$ cat src/sv/ohi_pkg.sv
// ----------------------------------------------------------------------------
// ohi_pkg
// shared widths, default table size and command, status and mode codes for
// the open addressing hash insert core
// ----------------------------------------------------------------------------
package ohi_pkg;

  localparam int TABLE_SIZE_DEF = 16;

  localparam int KEY_W    = 32;
  localparam int STATUS_W = 2;
  localparam int SLOT_W   = 4;
  localparam int COUNT_W  = 5;
  localparam int MODE_W   = 2;
  localparam int STEP_W   = 4;
  localparam int STEP_MAX = 8;

  localparam logic CMD_INSERT = 1'b0;
  localparam logic CMD_UPDATE = 1'b1;

  localparam logic [STATUS_W-1:0] STATUS_INSERTED = 2'd0;
  localparam logic [STATUS_W-1:0] STATUS_FULL     = 2'd1;
  localparam logic [STATUS_W-1:0] STATUS_UPDATED  = 2'd2;

  localparam logic [MODE_W-1:0] MODE_LINEAR = 2'd0;
  localparam logic [MODE_W-1:0] MODE_STEP3  = 2'd1;
  localparam logic [MODE_W-1:0] MODE_DOUBLE = 2'd2;

endpackage

$ cat src/sv/ohi_if.sv
// ----------------------------------------------------------------------------
// ohi channel interfaces
// valid/ready channels for commands, results and the probe mode register
// ----------------------------------------------------------------------------
interface ohi_in_if import ohi_pkg::*; ();
  logic             valid;
  logic             ready;
  logic             command;
  logic [KEY_W-1:0] key;
  logic [KEY_W-1:0] new_value;

  modport source (output valid, output command, output key, output new_value,
                  input ready);
  modport sink   (input valid, input command, input key, input new_value,
                  output ready);
endinterface

interface ohi_out_if import ohi_pkg::*; ();
  logic                valid;
  logic                ready;
  logic [STATUS_W-1:0] status;
  logic [SLOT_W-1:0]   slot;
  logic [COUNT_W-1:0]  replaced_count;

  modport source (output valid, output status, output slot, output replaced_count,
                  input ready);
  modport sink   (input valid, input status, input slot, input replaced_count,
                  output ready);
endinterface

interface ohi_cfg_if import ohi_pkg::*; ();
  logic              valid;
  logic              ready;
  logic [MODE_W-1:0] probe_mode;

  modport source (output valid, output probe_mode, input ready);
  modport sink   (input valid, input probe_mode, output ready);
endinterface

$ cat src/sv/ohi_mod_unit.sv
// ----------------------------------------------------------------------------
// ohi_mod_unit
// remainder of a key by the table size, eight key bits per cycle through a
// short chain of compare and subtract steps against the constant table size
// ----------------------------------------------------------------------------
module ohi_mod_unit import ohi_pkg::*; #(
  parameter int TableSize = TABLE_SIZE_DEF
) (
  input  logic                         clk_i,
  input  logic                         rst_ni,
  input  logic                         start_i,
  input  logic [KEY_W-1:0]             dividend_i,
  output logic                         done_o,
  output logic [$clog2(TableSize)-1:0] rem_o
);

  localparam int IdxW   = $clog2(TableSize);
  localparam int RemW   = IdxW + 1;
  localparam int ChunkW = 8;
  localparam int Chunks = KEY_W / ChunkW;
  localparam int CntW   = $clog2(Chunks);

  logic             busy_q, done_q;
  logic [CntW-1:0]  cnt_q;
  logic [KEY_W-1:0] dvd_q;
  logic [RemW-1:0]  r_q;
  logic [RemW-1:0]  r_nxt;

  // the partial remainder stays below the table size, so its top bit is clear
  always_comb begin
    r_nxt = r_q;
    for (int b = 0; b < ChunkW; b++) begin
      r_nxt = {r_nxt[RemW-2:0], dvd_q[KEY_W-1-b]};
      if (r_nxt >= RemW'(TableSize)) begin
        r_nxt = r_nxt - RemW'(TableSize);
      end
    end
  end

  always_ff @(posedge clk_i or negedge rst_ni) begin
    if (!rst_ni) begin
      busy_q <= 1'b0;
      done_q <= 1'b0;
      cnt_q  <= '0;
    end else begin
      done_q <= 1'b0;
      if (start_i) begin
        busy_q <= 1'b1;
        cnt_q  <= '0;
      end else if (busy_q) begin
        cnt_q <= cnt_q + 1'b1;
        if (cnt_q == CntW'(Chunks - 1)) begin
          busy_q <= 1'b0;
          done_q <= 1'b1;
        end
      end
    end
  end

  always_ff @(posedge clk_i) begin
    if (start_i) begin
      dvd_q <= dividend_i;
      r_q   <= '0;
    end else if (busy_q) begin
      dvd_q <= {dvd_q[KEY_W-ChunkW-1:0], {ChunkW{1'b0}}};
      r_q   <= r_nxt;
    end
  end

  assign done_o = done_q;
  assign rem_o  = r_q[IdxW-1:0];

endmodule

$ cat src/sv/ohi_table.sv
// ----------------------------------------------------------------------------
// ohi_table
// slot key store and occupied bits, one write and one registered read per
// cycle; the occupied bits are swept clear after reset
// ----------------------------------------------------------------------------
module ohi_table import ohi_pkg::*; #(
  parameter int TableSize = TABLE_SIZE_DEF
) (
  input  logic                         clk_i,
  input  logic                         rst_ni,
  input  logic [$clog2(TableSize)-1:0] rd_addr_i,
  input  logic                         wr_en_i,
  input  logic [$clog2(TableSize)-1:0] wr_addr_i,
  input  logic [KEY_W-1:0]             wr_key_i,
  output logic                         rd_used_o,
  output logic [KEY_W-1:0]             rd_key_o,
  output logic                         clearing_o
);

  localparam int IdxW = $clog2(TableSize);

  logic             used_mem [TableSize];
  logic [KEY_W-1:0] key_mem  [TableSize];

  logic            clr_q;
  logic [IdxW-1:0] clr_idx_q;
  logic            rd_used_q;
  logic [KEY_W-1:0] rd_key_q;

  always_ff @(posedge clk_i or negedge rst_ni) begin
    if (!rst_ni) begin
      clr_q     <= 1'b1;
      clr_idx_q <= '0;
    end else if (clr_q) begin
      clr_idx_q <= clr_idx_q + 1'b1;
      if (clr_idx_q == IdxW'(TableSize - 1)) begin
        clr_q <= 1'b0;
      end
    end
  end

  always_ff @(posedge clk_i) begin
    if (clr_q) begin
      used_mem[clr_idx_q] <= 1'b0;
    end else if (wr_en_i) begin
      used_mem[wr_addr_i] <= 1'b1;
    end
    rd_used_q <= used_mem[rd_addr_i];
  end

  always_ff @(posedge clk_i) begin
    if (wr_en_i) begin
      key_mem[wr_addr_i] <= wr_key_i;
    end
    rd_key_q <= key_mem[rd_addr_i];
  end

  assign rd_used_o  = rd_used_q;
  assign rd_key_o   = rd_key_q;
  assign clearing_o = clr_q;

endmodule

$ cat src/sv/open_addressing_hash_insert_core.sv
// ----------------------------------------------------------------------------
// open_addressing_hash_insert_core
// hash table insert with linear, step 3 or double hash probing, and update
// of every stored copy of a key, under a small sequencer
//
//   channel  dir  transfer when       payload
//   in_i     in   valid && ready      command, key, new_value
//   out_o    out  valid && ready      status, slot, replaced_count
//   cfg_i    in   valid && ready      probe_mode
//
// insert: the key runs through the remainder unit (S_MOD), then each probe
//   is a registered table read (S_PRB_RD) and a check (S_PRB_CHK), for
//   up to TableSize probes
// update: one table read and check per slot, over all TableSize slots
// after reset a clearing pass over every slot runs before in_i is ready
// one item at a time; a finished result waits in the output register while
//   the next item is taken
// ----------------------------------------------------------------------------
module open_addressing_hash_insert_core import ohi_pkg::*; #(
  parameter int TableSize = TABLE_SIZE_DEF
) (
  input  logic       clk_i,
  input  logic       rst_ni,
  ohi_in_if.sink     in_i,
  ohi_out_if.source  out_o,
  ohi_cfg_if.sink    cfg_i
);

  localparam int IdxW = $clog2(TableSize);
  localparam int SumW = IdxW + 1;

  typedef enum logic [2:0] {
    S_IDLE,
    S_MOD,
    S_PRB_RD,
    S_PRB_CHK,
    S_UPD_RD,
    S_UPD_CHK,
    S_RESP
  } state_e;

  state_e              state_q, state_d;
  logic [MODE_W-1:0]   mode_q;
  logic                cmd_q, cmd_d;
  logic [KEY_W-1:0]    key_q, key_d;
  logic [KEY_W-1:0]    nval_q, nval_d;
  logic [IdxW-1:0]     step_q, step_d;
  logic [IdxW-1:0]     pos_q, pos_d;
  logic [IdxW-1:0]     idx_q, idx_d;
  logic [COUNT_W-1:0]  count_q, count_d;
  logic [STATUS_W-1:0] res_status_q, res_status_d;
  logic [SLOT_W-1:0]   res_slot_q, res_slot_d;
  logic                out_vld_q, out_vld_d;
  logic [STATUS_W-1:0] out_status_q, out_status_d;
  logic [SLOT_W-1:0]   out_slot_q, out_slot_d;
  logic [COUNT_W-1:0]  out_count_q, out_count_d;

  logic                in_xfer;
  logic [STEP_W-1:0]   step_raw;
  logic [IdxW-1:0]     step_tab [STEP_MAX+1];
  logic [SumW-1:0]     pos_sum, pos_wrap;

  logic                mod_start, mod_done;
  logic [IdxW-1:0]     mod_rem;
  logic [IdxW-1:0]     tbl_rd_addr;
  logic                tbl_wr_en;
  logic [KEY_W-1:0]    tbl_wr_key;
  logic                tbl_used, tbl_clearing;
  logic [KEY_W-1:0]    tbl_key;

  for (genvar g = 0; g <= STEP_MAX; g++) begin : g_step_tab
    assign step_tab[g] = IdxW'(g % TableSize);
  end

  ohi_mod_unit #(.TableSize(TableSize)) u_mod (
    .clk_i      (clk_i),
    .rst_ni     (rst_ni),
    .start_i    (mod_start),
    .dividend_i (in_i.key),
    .done_o     (mod_done),
    .rem_o      (mod_rem)
  );

  ohi_table #(.TableSize(TableSize)) u_table (
    .clk_i      (clk_i),
    .rst_ni     (rst_ni),
    .rd_addr_i  (tbl_rd_addr),
    .wr_en_i    (tbl_wr_en),
    .wr_addr_i  (tbl_rd_addr),
    .wr_key_i   (tbl_wr_key),
    .rd_used_o  (tbl_used),
    .rd_key_o   (tbl_key),
    .clearing_o (tbl_clearing)
  );

  assign in_i.ready = (state_q == S_IDLE) && !tbl_clearing;
  assign in_xfer    = in_i.valid && in_i.ready;
  assign mod_start  = in_xfer && (in_i.command == CMD_INSERT);
  assign cfg_i.ready = 1'b1;

  assign tbl_rd_addr = (state_q == S_UPD_RD || state_q == S_UPD_CHK) ? idx_q : pos_q;
  assign tbl_wr_key  = (state_q == S_UPD_CHK) ? nval_q : key_q;
  assign tbl_wr_en   = ((state_q == S_PRB_CHK) && !tbl_used) ||
                       ((state_q == S_UPD_CHK) && tbl_used && (tbl_key == key_q));

  always_comb begin
    case (mode_q)
      MODE_STEP3:  step_raw = STEP_W'(3);
      MODE_DOUBLE: step_raw = {1'b0, in_i.key[2:0]} + 1'b1;
      default:     step_raw = STEP_W'(1);
    endcase
  end

  assign pos_sum  = {1'b0, pos_q} + {1'b0, step_q};
  assign pos_wrap = (pos_sum >= SumW'(TableSize)) ? (pos_sum - SumW'(TableSize)) : pos_sum;

  always_comb begin
    state_d      = state_q;
    cmd_d        = cmd_q;
    key_d        = key_q;
    nval_d       = nval_q;
    step_d       = step_q;
    pos_d        = pos_q;
    idx_d        = idx_q;
    count_d      = count_q;
    res_status_d = res_status_q;
    res_slot_d   = res_slot_q;
    out_vld_d    = out_vld_q && !out_o.ready;
    out_status_d = out_status_q;
    out_slot_d   = out_slot_q;
    out_count_d  = out_count_q;

    case (state_q)
      S_IDLE: begin
        if (in_xfer) begin
          cmd_d   = in_i.command;
          key_d   = in_i.key;
          nval_d  = in_i.new_value;
          step_d  = step_tab[step_raw];
          idx_d   = '0;
          count_d = '0;
          state_d = (in_i.command == CMD_INSERT) ? S_MOD : S_UPD_RD;
        end
      end
      S_MOD: begin
        if (mod_done) begin
          pos_d   = mod_rem;
          state_d = S_PRB_RD;
        end
      end
      S_PRB_RD: begin
        state_d = S_PRB_CHK;
      end
      S_PRB_CHK: begin
        if (!tbl_used) begin
          res_status_d = STATUS_INSERTED;
          res_slot_d   = SLOT_W'(pos_q);
          state_d      = S_RESP;
        end else if (idx_q == IdxW'(TableSize - 1)) begin
          res_status_d = STATUS_FULL;
          res_slot_d   = '0;
          state_d      = S_RESP;
        end else begin
          idx_d   = idx_q + 1'b1;
          pos_d   = pos_wrap[IdxW-1:0];
          state_d = S_PRB_RD;
        end
      end
      S_UPD_RD: begin
        state_d = S_UPD_CHK;
      end
      S_UPD_CHK: begin
        if (tbl_wr_en && (count_q != '1)) begin
          count_d = count_q + 1'b1;
        end
        if (idx_q == IdxW'(TableSize - 1)) begin
          res_status_d = STATUS_UPDATED;
          res_slot_d   = '0;
          state_d      = S_RESP;
        end else begin
          idx_d   = idx_q + 1'b1;
          state_d = S_UPD_RD;
        end
      end
      S_RESP: begin
        if (!out_vld_q || out_o.ready) begin
          out_vld_d    = 1'b1;
          out_status_d = res_status_q;
          out_slot_d   = res_slot_q;
          out_count_d  = (cmd_q == CMD_UPDATE) ? count_q : '0;
          state_d      = S_IDLE;
        end
      end
      default: begin
        state_d = S_IDLE;
      end
    endcase
  end

  always_ff @(posedge clk_i or negedge rst_ni) begin
    if (!rst_ni) begin
      state_q   <= S_IDLE;
      mode_q    <= MODE_LINEAR;
      out_vld_q <= 1'b0;
    end else begin
      state_q   <= state_d;
      out_vld_q <= out_vld_d;
      if (cfg_i.valid) begin
        mode_q <= cfg_i.probe_mode;
      end
    end
  end

  always_ff @(posedge clk_i) begin
    cmd_q        <= cmd_d;
    key_q        <= key_d;
    nval_q       <= nval_d;
    step_q       <= step_d;
    pos_q        <= pos_d;
    idx_q        <= idx_d;
    count_q      <= count_d;
    res_status_q <= res_status_d;
    res_slot_q   <= res_slot_d;
    out_status_q <= out_status_d;
    out_slot_q   <= out_slot_d;
    out_count_q  <= out_count_d;
  end

  assign out_o.valid          = out_vld_q;
  assign out_o.status         = out_status_q;
  assign out_o.slot           = out_slot_q;
  assign out_o.replaced_count = out_count_q;

  a_no_write_in_clear: assert property (@(posedge clk_i) disable iff (!rst_ni)
    tbl_wr_en |-> !tbl_clearing)
    else $error("table write during clearing pass");

  a_mod_done_in_mod: assert property (@(posedge clk_i) disable iff (!rst_ni)
    mod_done |-> (state_q == S_MOD))
    else $error("remainder finished outside hash state");

  a_insert_no_count: assert property (@(posedge clk_i) disable iff (!rst_ni)
    (out_vld_q && (out_status_q != STATUS_UPDATED)) |-> (out_count_q == '0))
    else $error("insert result with nonzero replaced count");

  a_result_from_resp: assert property (@(posedge clk_i) disable iff (!rst_ni)
    $rose(out_vld_q) |-> $past(state_q == S_RESP))
    else $error("result raised outside response state");

endmodule
$ cat src/flat_wrapper.sv
// flat-port wrapper written by rule: the top's interface ports become plain ports
module open_addressing_hash_insert_core_flat import ohi_pkg::*;
#(
  parameter int TableSize = TABLE_SIZE_DEF
)
  (clk_i, rst_ni, in_i_valid, in_i_command, in_i_key, in_i_new_value, in_i_ready, out_o_valid, out_o_status, out_o_slot, out_o_replaced_count, out_o_ready, cfg_i_valid, cfg_i_probe_mode, cfg_i_ready);
  ohi_in_if in_i_i ();
  ohi_out_if out_o_i ();
  ohi_cfg_if cfg_i_i ();
  input  logic clk_i;
  input  logic rst_ni;
  input wire logic [$bits(in_i_i.valid)-1:0] in_i_valid;
  input wire logic [$bits(in_i_i.command)-1:0] in_i_command;
  input wire logic [$bits(in_i_i.key)-1:0] in_i_key;
  input wire logic [$bits(in_i_i.new_value)-1:0] in_i_new_value;
  output wire logic [$bits(in_i_i.ready)-1:0] in_i_ready;
  output wire logic [$bits(out_o_i.valid)-1:0] out_o_valid;
  output wire logic [$bits(out_o_i.status)-1:0] out_o_status;
  output wire logic [$bits(out_o_i.slot)-1:0] out_o_slot;
  output wire logic [$bits(out_o_i.replaced_count)-1:0] out_o_replaced_count;
  input wire logic [$bits(out_o_i.ready)-1:0] out_o_ready;
  input wire logic [$bits(cfg_i_i.valid)-1:0] cfg_i_valid;
  input wire logic [$bits(cfg_i_i.probe_mode)-1:0] cfg_i_probe_mode;
  output wire logic [$bits(cfg_i_i.ready)-1:0] cfg_i_ready;
  assign in_i_i.valid = in_i_valid;
  assign in_i_i.command = in_i_command;
  assign in_i_i.key = in_i_key;
  assign in_i_i.new_value = in_i_new_value;
  assign in_i_ready = in_i_i.ready;
  assign out_o_valid = out_o_i.valid;
  assign out_o_status = out_o_i.status;
  assign out_o_slot = out_o_i.slot;
  assign out_o_replaced_count = out_o_i.replaced_count;
  assign out_o_i.ready = out_o_ready;
  assign cfg_i_i.valid = cfg_i_valid;
  assign cfg_i_i.probe_mode = cfg_i_probe_mode;
  assign cfg_i_ready = cfg_i_i.ready;
  open_addressing_hash_insert_core #(.TableSize(TableSize)) u_core (.clk_i(clk_i), .rst_ni(rst_ni), .in_i(in_i_i), .out_o(out_o_i), .cfg_i(cfg_i_i));
endmodule
$ cat config.mk
export PLATFORM = sky130hd
export DESIGN_NAME = open_addressing_hash_insert_core_flat
export DESIGN_NICKNAME = d
export VERILOG_FILES = /design/src/sv/ohi_pkg.sv /design/src/sv/ohi_if.sv /design/src/sv/ohi_mod_unit.sv /design/src/sv/ohi_table.sv /design/src/sv/open_addressing_hash_insert_core.sv /design/src/flat_wrapper.sv
export SDC_FILE = /design/constraint.sdc
export NUM_CORES = 1
export LEC_CHECK = 0
export CORE_UTILIZATION = 40
export CTS_BUF_LIST = sky130_fd_sc_hd__clkbuf_4 sky130_fd_sc_hd__clkbuf_8 sky130_fd_sc_hd__clkbuf_16
export DETAILED_ROUTE_END_ITERATION = 10
export DONT_BUFFER_PORTS = 1
export PLACE_DENSITY = 0.52
export SETUP_SLACK_MARGIN = 0.4
export SLEW_MARGIN = 20
export SYNTH_ARGS = -nofsm -noshare
export SYNTH_HDL_FRONTEND = slang
export SYNTH_SLANG_ARGS = --single-unit
$ cat constraint.sdc
create_clock -name clk_i -period 6.92 [get_ports clk_i]
set_input_delay 1.038 -clock clk_i [delete_from_list [all_inputs] [get_ports clk_i]]
set_output_delay 1.038 -clock clk_i [all_outputs]
set_load 0.01 [all_outputs]
==> results.py <==
metrics = {
    "logic_synthesis": {
        "syn_nets": 2117,
        "ys_top_cells_by_area": "edfxtp_1 (71%), nand2_1 (8.1%), nand3_1 (4.0%)",
        "ys_seq_area_share_pct": 74.89,
        "netlist_area_um2": 27270,
        "synth_edf_count": 643,
        "synth_cell_types": 54,
        "syn_inst": 2033,
        "ys.flop_type": "edfxtp_1",
        "yosysMostFrequentCell": "edfxtp_1",
        "synth_top_cells_by_count": "edfxtp_1 (643), nand2_1 (592), nand3_1 (220)",
        "yosysWarnings": 0,
        "synth-async-reset-ratio_pct": 2.158,
        "synth_seq_cells": 695,
        "yosys.area.top_type": "edfxtp_1",
        "netlist.area_leader.share_pct": 70.79,
        "syn_avg_cell_area_um2": 13.42,
    },
    "run_status": {
        "status": "finished clean",
    },
    "global_route": {
        "grt_pass1_vias": 15370,
        "grt-ovfl-total": 0,
        "grt_first_pass_wirelength_um": 99740,
        "grt_use_total_pct": 19.47,
        "antenna_found_initial": 1,
        "grt_max_degree": 217,
    },
    "layout": {
        "nets": 2108,
        "finalNonFillerCells": 2958,
        "n_antenna_cell": 0,
        "n_fill_cell": 6018,
        "layout-area-overhead-vs-synth_pct": 12.74,
        "drive_gt1_share_pct": 9.976,
    },
    "setup_path": {
        "worstReg2RegStart": "u_core.state_q[1]",
        "crit_buf_inv": 1,
        "path_max_fanout": 216,
        "crit_type": "flip-flop to flip-flop",
        "cp-end-kind": "flip-flop",
        "reg2reg_slack_ns": 2.82,
        "crit_arrival_ns": 4.64,
        "r2r-end": "u_core.u_table.rd_key_o[19]",
        "critPathSlowestCell": "mux2i_4",
        "worst_path_dominant_cell_family": "simple AND/OR/NAND/NOR gates",
        "worstRegToRegCells": 7,
        "setup.worst_path.start_class": "flip-flop",
        "crit_chain": "nand2b_1 > mux2i_4 > buf_12 > nand2_1 > nand3_1 > nand4_1 > o21ai_1",
        "cpPeakStageDelay_ns": 0.87,
        "cp.required_ns": 7.47,
    },
    "clocking": {
        "clk_latency_ns": 0.62,
        "root_buffer": "clkbuf_16",
        "cts.htree.levels": 3,
        "cts_tree": "yes",
        "clkSinkCount": 695,
        "cts_setup_buffers": 0,
        "cts_made_buffers": 74,
        "ctsLongestPathBuffers": 3,
        "ctsResizeCount": 0,
        "clkTransAtPathRegs_ns": 0.06,
        "hold_buffers": 0,
    },
    "sta": {
        "skew_ns": 0.02109,
        "worst_pin_slew_ns": 1.295,
        "fin_crit_sh_pct": 59.21,
        "report.final.slew_viol_count": 0,
        "hold_viol": 0,
        "fmax_mhz": 244.1,
        "setup_viol": 0,
        "relSlewSlack_pct": 13.65,
        "fin_setup_tns_ns": 0,
        "post-route-min-period_ns": 4.097,
        "rsz0062_at_grt": "no",
    },
    "pwr": {
        "power_density_nw_per_um2": 393.6,
        "ir_drop_v": 0.0003005,
        "clock_power_share_pct": 33.4,
        "internal_power_mw": 8.379,
        "seq_power_share_pct": 45.1,
        "power_switching_mw": 3.724,
        "finalPower_mw": 12.10,
        "power.share.switching_pct": 30.77,
        "p_leak_nw": 10.45,
        "pwr-share-comb_pct": 21.5,
    },
    "detailed_routing": {
        "vias": 15900,
        "drtAntennaViolNets": 0,
        "wl_um": 67500,
        "dr.pass1.iters": 5,
        "wl_per_cell_um": 22.82,
        "drt_iter0_drc": 1216,
        "drc": 0,
        "viasPerCell": 5.374,
    },
    "die": {
        "start_util_pct": 40.54,
        "core-area_um2": 67280,
        "die_w_um": 263.1,
        "die_h_um": 263.1,
        "row_count": 95,
        "dieArea_um2": 69230,
        "io_pins": 86,
    },
    "flow_run": {
        "cap_violations": 0,
    },
    "placement": {
        "hpwl_um": 35500,
        "port_buffers": 0,
        "dp_cells": 2820,
        "gp_congestion": 0.7975,
    },
    "min_path": {
        "hold_path_class": "input pin to async pin",
    },
}
[cell type report]
| class | count | area, um2 | share of cell area (%) |
|---|---|---|---|
| Tap cell | 873 | 1092 | 3.552 |
| Timing Repair Buffer | 32 | 282.8 | 0.9196 |
| Inverter | 16 | 62.56 | 0.2035 |
| Clock inverter | 29 | 319.1 | 1.038 |
| Sequential cell | 695 | 20430 | 66.43 |
| Multi-Input combinational cell | 1205 | 6351 | 20.65 |
| Clock buffer | 108 | 2216 | 7.206 |
[how the worst max path moves through the flow]
stage / slack [ns] / to / startpoint / depth (start not counted)
after floorplan: 1.87 / u_core.u_table.key_mem[10][0] / u_core.state_q[1] / 6
after global placement: 2.89 / u_core.u_table.key_mem[15][29] / u_core.state_q[1] / 5
after detailed placement: 2.82 / u_core.u_table.key_mem[13][29] / u_core.state_q[1] / 5
after CTS: 2.81 / u_core.u_table.key_mem[13][31] / u_core.state_q[1] / 5
after global routing: 2.59 / u_core.u_table.key_mem[9][14] / u_core.state_q[1] / 5
final: 2.82 / u_core.u_table.rd_key_o[19] / u_core.state_q[1] / 7
[power by group through the flow]
stage / sequential (mW) / clock (mW) / combinational, mW
after detailed placement: 5.55 / 0 / 2.60
final: 5.46 / 4.04 / 2.61
after global placement: 5.54 / 0 / 2.57
after floorplan: 5.43 / 0 / 1.85
after global routing: 5.50 / 4.27 / 2.88
after CTS: 5.46 / 4.12 / 2.61
[through the flow]
step	worst slack [ns]	util, %	hold slack, ns	area (um2)
2_1_floorplan	1.867	-	0.4003	27270
3_3_place_gp	2.889	41.90	0.4253	28190
3_5_place_dp	2.816	41.90	0.4285	28190
4_1_cts	2.813	45.67	0.07559	30720
5_1_grt	2.594	45.71	0.08629	30750
6_report	2.823	45.71	0.1118	30750
[sequential cells by signal, summed over array words and instances, names as in the netlist, 5 cells and up]
register,cells
u_core.u_table.key_mem,512
u_core.key_q,32
u_core.nval_q,32
u_core.u_table.rd_key_o,32
u_core.u_mod.dvd_q,16
u_core.u_table.used_mem,16
u_core.count_q,5
u_core.out_o.replaced_count,5
[cells by family after synthesis]
| logic type | count (synthesis) | synth area share [%] |
|---|---|---|
| buffers and inverters | 133 | 2.418 |
| AO/OA/AOI/OAI | 123 | 2.941 |
| XOR/XNOR | 42 | 1.349 |
| other | 1 | 0.01375 |
| AND/OR/NAND/NOR | 971 | 15.63 |
| multiplexers | 56 | 2.184 |
| flip-flops | 695 | 74.89 |
| adder cells (fa/ha/maj) | 12 | 0.5780 |
[worst register-to-register path, delay by kind of cell (launching register included)]
kind | cells | cell delay (ns)
and+or+nand+nor | 4 | 1.74
AOI/OAI and AO/OA | 1 | 0.17
muxes | 1 | 0.88
buffers and inverters | 1 | 0.65
DFF | 1 | 0.59
[layout by cell type, fill, tap and decap left out, types with 3 or more instances in the layout]
master,instances
a21oi_1,8
a31oi_1,3
a32oi_1,33
and2_1,12
buf_4,29
bufinv_16,5
clkbuf_16,78
clkbuf_4,22
clkbuf_8,9
clkinv_1,7
clkinv_2,9
clkinv_8,4
dfrtp_1,14
dfxtp_1,37
edfxtp_1,643
ha_1,11
inv_1,14
mux2_2,14
mux2i_1,39
nand2_1,592
nand2b_1,6
nand3_1,220
nand4_1,71
nor2_1,28
nor2b_1,4
nor3_1,7
nor3_2,8
nor4_1,3
nor4_2,10
o21a_1,3
o21ai_0,15
o21ai_1,34
o21ai_4,3
o22ai_1,14
xnor2_1,27
xor2_1,15
[per-layer routing]
metal | global-route usage (%) | vias to the layer above | routed length, um | share of wire [%]
li1 | - | 7395 | - | -
met1 | 27.13 | 7948 | 30660 | 45
met2 | 30.91 | 445 | 31480 | 47
met3 | 3.423 | 106 | 3569 | 5.3
met4 | 6.401 | 2 | 1775 | 2.6
met5 | 0 | - | 13 | 0.019
No activity file was read; power rests on OpenSTA's default activity.
